`config.mk`:
```
export PLATFORM = sky130hd
export DESIGN_NAME = pcmm_mul_unit
export DESIGN_NICKNAME = d
export VERILOG_FILES = /design/src/sv/pcmm_pkg.sv /design/src/sv/pcmm_mul_unit.sv
export SDC_FILE = /design/constraint.sdc
export NUM_CORES = 1
export LEC_CHECK = 0
export ABC_AREA = 0
export BUFFER_PORTS_ARGS = -buffer_cell sky130_fd_sc_hd__buf_4
export CAP_MARGIN = 5
export CELL_PAD_IN_SITES_DETAIL_PLACEMENT = 2
export CELL_PAD_IN_SITES_GLOBAL_PLACEMENT = 2
export CORE_MARGIN = 4
export CORE_UTILIZATION = 42
export CTS_BUF_LIST = sky130_fd_sc_hd__clkbuf_2
export DETAILED_ROUTE_END_ITERATION = 8
export HOLD_SLACK_MARGIN = 0.05
export PLACE_DENSITY = 0.83
export SLEW_MARGIN = 20
export SYNTH_ARGS = -nofsm -noshare
export SYNTH_HDL_FRONTEND = slang
export SYNTH_SLANG_ARGS = --single-unit
```
`constraint.sdc`:
```
create_clock -name clock -period 7.9 [get_ports clock]
set_input_delay 0.395 -clock clock [delete_from_list [all_inputs] [get_ports clock]]
set_output_delay 0.395 -clock clock [all_outputs]
set_load 0.05 [all_outputs]
```
`src/sv/pcmm_pkg.sv`:
```
// pcmm_pkg: shared types, codes and constants of the pcm sample mixer
// holds the pitch step table built at elaboration; no dependencies
package pcmm_pkg;

   typedef enum logic [2:0] {
      OP_WRITE = 3'd0,
      OP_START = 3'd1,
      OP_STOP  = 3'd2,
      OP_TUNE  = 3'd3,
      OP_QUERY = 3'd4,
      OP_MIX   = 3'd5
   } opcode_type;

   typedef enum logic [3:0] {
      S_IDLE,
      S_EXEC,
      S_SCAN,
      S_START,
      S_VCHK,
      S_PROD,
      S_RECIP,
      S_ACCUM,
      S_DONE
   } state_type;

   typedef enum logic {
      MUL_LEVEL,
      MUL_RECIP
   } mul_mode_type;

   typedef struct packed {
      logic         en;
      mul_mode_type mode;
   } mul_ctrl_type;

   localparam int POS_W  = 19;
   localparam int FRAC_W = 16;
   localparam int STEP_W = 19;
   localparam int LVL_W  = 7;
   localparam int TICK_W = 31;
   localparam logic [POS_W-1:0] POS_MAX = 19'h7ffff;
   // sample memory size, a power of two so addresses wrap on the low bits
   localparam int SAMPLE_MEM_BYTES = 262144;
   localparam int MEM_AW = 18;
   // ceil(2^22 / 127): exact floor(y / 127) for y below 33554
   localparam logic [16:0] RECIP_127 = 17'd33027;
   localparam int RECIP_SHIFT = 22;
   localparam logic signed [17:0] SAT_HI = 18'sd32767;
   localparam logic signed [17:0] SAT_LO = -18'sd32768;

   typedef logic [255:0][STEP_W-1:0] pitch_rom_type;

   // entry p = floor(2^(17 + (p mod 64)/64)) >> (3 - p/64), found bit by bit with exact powers
   function automatic pitch_rom_type build_pitch_rom();
      pitch_rom_type rom;
      logic [17:0] base [64];
      logic [17:0] t;
      logic [17:0] c;
      logic [1215:0] w;
      logic [1215:0] lim;
      for (int k = 0; k < 64; k++) begin
         t = 18'h20000;
         for (int b = 16; b >= 0; b--) begin
            c = t | (18'd1 << b);
            w = 1216'(c);
            for (int i = 0; i < 6; i++) begin
               w = w * w;
            end
            lim = 1216'd1 << (1088 + k);
            if (w <= lim) begin
               t = c;
            end
         end
         base[k] = t;
      end
      for (int p = 0; p < 256; p++) begin
         rom[p] = STEP_W'(base[p % 64] >> (3 - (p / 64)));
      end
      return rom;
   endfunction

   localparam pitch_rom_type PITCH_STEP_ROM = build_pitch_rom();

endpackage

```
`src/sv/pcmm_mul_unit.sv`:
```
// pcmm_mul_unit: shared signed multiplier with registered product
// uses pcmm_pkg for the control struct and the reciprocal constant
module pcmm_mul_unit import pcmm_pkg::*; (
   input  logic               clock,
   input  mul_ctrl_type       ctrl,
   input  logic [LVL_W-1:0]   level,
   input  logic [7:0]         sample,
   input  logic [15:0]        y_mag,
   output logic signed [31:0] prod
);

   logic signed [16:0] a;
   logic signed [16:0] b;
   logic signed [33:0] full;
   logic signed [31:0] prod_ff;

   always_comb begin
      unique case (ctrl.mode)
         MUL_LEVEL: begin
            a = signed'(17'(level));
            b = signed'(17'(sample)) - 17'sd128;
         end
         MUL_RECIP: begin
            a = signed'(17'(y_mag));
            b = signed'(RECIP_127);
         end
         default: begin
            a = '0;
            b = '0;
         end
      endcase
      full = a * b;
   end

   always_ff @(posedge clock) begin
      if (ctrl.en) begin
         prod_ff <= full[31:0];
      end
   end

   assign prod = prod_ff;

endmodule
```
Yosys cells after proc, flatten, opt, wreduce, memory -nomap -nowiden

Index checks and enable logic that the tools add are counted.

Add/sub/neg operators: 1
$mul: 1
Mux-type cells: 2
Bitwise gates (word level): 1

Operators by type and width:

| cell                                                               | count |
|---|---|
| 17-bit case mux with 2 select lines                                | 2 |
| 17-bit by 17-bit multiplier with 32-bit output                     | 1 |
| 8-bit by 8-bit subtractor with 9-bit output, second input constant | 1 |
| 1-bit inverter                                                     | 1 |

Register bits: 32
Input bits: 34
Output and inout port bits: 32

Logic depth before layout (Yosys ltp)

Depth in word-level cells: 3
Depth in mapped cells: 27
Mapped depth without buffers: 25

Worst setup path after synthesis

OpenSTA, ideal clock, no wires.

Path type: input port to flip-flop
Start point: in ctrl[0] in the netlist's numbering
End point: reg prod_ff[30] (netlist: prod[30]) (data pin)
Setup time: 260 ps
Arrival time: 6609 ps
Setup slack: 1031 ps
Cell stages on the path: 25
Buffers on the path: 1
Path through: clkbuf_1 > or2_2 > clkinv_1 > nand2_1 > inv_1 > a21oi_1 > inv_1 > fa_1 > fa_1 > inv_1 > fa_1 > inv_1 > fa_1 > fa_1 > inv_1 > fa_1 > inv_1 > ha_1 > nand4_1 > or3_1 > a2111oi_2 > nor3b_2 > o31ai_4 > a221oi_2 > xnor2_1

Word-level cells in the longest chain between the ends: 3

Ends and longest elaborated chain:

| item                                             | line                | source |
|---|---|---|
| start: declaration                               | pcmm_mul_unit.sv:5  | `input mul_ctrl_type ctrl,` |
| 1-bit inverter                                   | pcmm_mul_unit.sv:18 | `unique case (ctrl.mode)` |
| 17-bit case mux with 2 select lines              | pcmm_mul_unit.sv:18 |  |
| 17-bit by 17-bit multiplier with 32-bit output * | pcmm_mul_unit.sv:32 | `full = a * b;` |
| net full[30]                                     | pcmm_mul_unit.sv:14 | `logic signed [33:0] full;` |
| end signal: assignment                           | pcmm_mul_unit.sv:37 | `prod_ff <= full[31:0];` |
| end: declaration                                 | pcmm_mul_unit.sv:15 | `logic signed [31:0] prod_ff;` |

The timed path passes the listed nets; every way through them passes the cells marked *. The select of a mux whose other input is x is not followed.
A chain may end at the register's enable or synchronous reset.

Worst setup path in the final report

Start point: in ctrl[0] in the netlist's numbering
End point: reg prod_ff[31] (netlist: prod[31]) (data pin)

Same word-level chain as after synthesis.

==> impl_results.md <==
* Status: finished clean
* Slowest cell delay on critical path at 0.53 ns
* Syn Area/Cell at 9.884 sq um
* Synth unique cells at 47
* Cell Chain, Critical Path: buf_4, buf_4, and2_1, ha_1, inv_1, fa_1, fa_1, inv_1, fa_1, fa_1, fa_1, inv_1, fa_1, inv_1, ha_1, a21oi_1, o21ai_0, a221oi_1, nand2_1, o21ai_0, o21ai_0, xnor2_1
* Post-CTS Repair Setup Buffers at 0
* TritonCTS Buffers at 5
* Slew headroom at 53.47%
* Initial Utilization at 43.08%
* Crit path top cell by count: fa_1
* WP data required at 8.07 ns
* Fin crit share at 91.79%
* Initial antenna violation count at 0
* Layout area overhead at 12.12%
* Crit. End Element: flop
* Family with the most delay on the worst path: adder cells
* All-Layer GR Usage at 25.58%
* Vias at 6861
* Critical-path top delay cell: fa_1
* Largest register FFs at 32
* Most numerous cell in the Yosys netlist: inv_1
* Diode count at 0
* First-pass GRT wire length at 47780 um
* DRC errors left at 0
* #FFs+latches synth at 32
* Htree depth at 2
* Fin. Hold Viols at 0
* Clock sinks at 32
* Share of cells above drive strength 1 at 8.204%
* RePlAce Congestion at 0.8804
* Setup_tns at 0 ns
* Vias per cell at 4.983
* Vias in the first global route at 8654
* Final wirelength at 30290 um
* Hold Path Cell Cnt at 2
* Primary FF master, synth: edfxtp_1
* DIE AREA at 24990 sq um
* Largest net degree at the start of global routing at 34
* Root Driver: clkbuf_2
* Number of synthesis warnings at 0
* Detailed Place HPWL at 27540 um
* Cells after Synth at 957
* Seq/Total Area, Yosys at 10.16%
* Worst-margin pin slew at 0.6907 ns
* Cts hold-fix bufs at 0
* EDFF count, synth at 32
* CP Class: input pin to flop
* CTS tree: built
* Final critical delay including setup and external delays at 7.252 ns
* WP buf/inv at 6
* Max Slew Vio Count at 0
* Fmax at 137.9 MHz
* Final nets at 1454
* Multi-input logic area at 7640 sq um
* Max-capacitance violation count at 0
* Beginning of the worst hold path: y_mag[0]
* IO buf count at 65
* Register area at 960.9 sq um
* Area leader, netlist: fa_1
* Worst-path fanout max at 33
* Clock Path Buffers at 2
* DR iter-0 viols at 265
* I/O pins at 66
* CTS resizes at 0
* FP Rows at 54
* Top post-synthesis cells by area: fa_1 41%, ha_1 17%, inv_1 11%
* Filler instances at 2399
* Crit path DAT at 7.42 ns
* Final setup violating endpoints at 0
* Hold endpoint: prod[0]
* Top cells by count, synth: 283 x inv_1, 196 x fa_1, 128 x ha_1, 52 x nand2_1, 43 x and2_1
* Worst-path clk slew at 0.21 ns
* RSZ-0062 raised after global routing: false
* First drt pass iteration count at 5
* Final ANT Viol Nets at 0
* Top cell type's share of synthesized area at 41.48%
* Die W at 158.1 um
* Syn Std Cell Area at 9459 sq um
* Overflow after GRT at 0
* Asr flop ratio synth at 0%
* Average wire per standard cell at 21.99 um
* Worst hold path class: input pin to flop
* Worst setup SP type: input pin
* Core area at 21960 sq um
* Die Y-Extent at 158.1 um
per-layer routing:
metal / track usage, % / vias up / routed length [um]
met4: 7.311 / 0 / 978
li1: - / 3077 / -
met5: 0 / - / 0
met2: 52.25 / 131 / 17840
met1: 27.12 / 3595 / 10520
met3: 3.007 / 58 / 946
layout by cell type (no fill, tap or decap), drive strengths merged, types with 3 or more instances in the layout:
cell type  instances
or2                4
fa               196
nor2b             13
inv              283
conb              84
and2              43
ha               128
a31oi              4
a21o              18
a211oi             3
nand4              6
or3                6
a22o               8
clkinv             3
clkbuf             5
edfxtp            32
xnor2             27
nand2             53
xor2              11
nand3              3
buf               70
o21ai             15
a21oi             28
nor2              30
worst max-delay path by stage:
stage	from	to	slack [ns]	cells past startpoint
2_1_floorplan	ctrl[0]	prod[30]	1.03	25
3_3_place_gp	ctrl[0]	prod[31]	0.66	22
6_report	ctrl[0]	prod[31]	0.65	22
3_5_place_dp	ctrl[0]	prod[31]	0.24	22
5_1_grt	ctrl[0]	prod[31]	0.32	22
4_1_cts	ctrl[0]	prod[31]	0.67	22
cell families (layout without fill, tap and decap cells):
family / after synthesis / after routing / share of synthesized area [%]
adder cells (fa/ha/maj): 324 / 324 / 58.41
buffers and inverters: 304 / 362 / 12.33
AND/OR/NAND/NOR: 164 / 164 / 8.757
AO/OA/AOI/OAI: 92 / 92 / 6.640
XOR/XNOR: 38 / 38 / 3.519
flip-flops: 32 / 32 / 10.16
other: 2 / 84 / 0.07939
multiplexers: 1 / 1 / 0.1058
final cells by class:
cell class	instances	share of cell area, %
repair buffers	70	4.955
flip-flops and latches	32	9.061
well taps	280	3.303
multi-input cells	703	72.04
clock inverters	3	0.3539
inverters	284	10.05
clock buffers	5	0.2360
stage by stage:
step / setup WS [ns] / instances / cell area, sq um / utilization [%] / hold WS, ns
after floorplan: 1.031 / 1039 / 9767 / - / 0.5075
after global placement: 0.6580 / 1369 / 10540 / 48.01 / 0.7875
after detailed placement: 0.2431 / 1369 / 10540 / 48.01 / 0.7913
after CTS: 0.6689 / 1377 / 10610 / 48.30 / 0.3400
after global routing: 0.3225 / 1377 / 10610 / 48.30 / 0.3083
final: 0.6484 / 1377 / 10610 / 48.30 / 0.3422
Power is left out: the tool's default activity adds up to more than one toggle a clock period on the data nets, which glitch-free logic cannot reach.
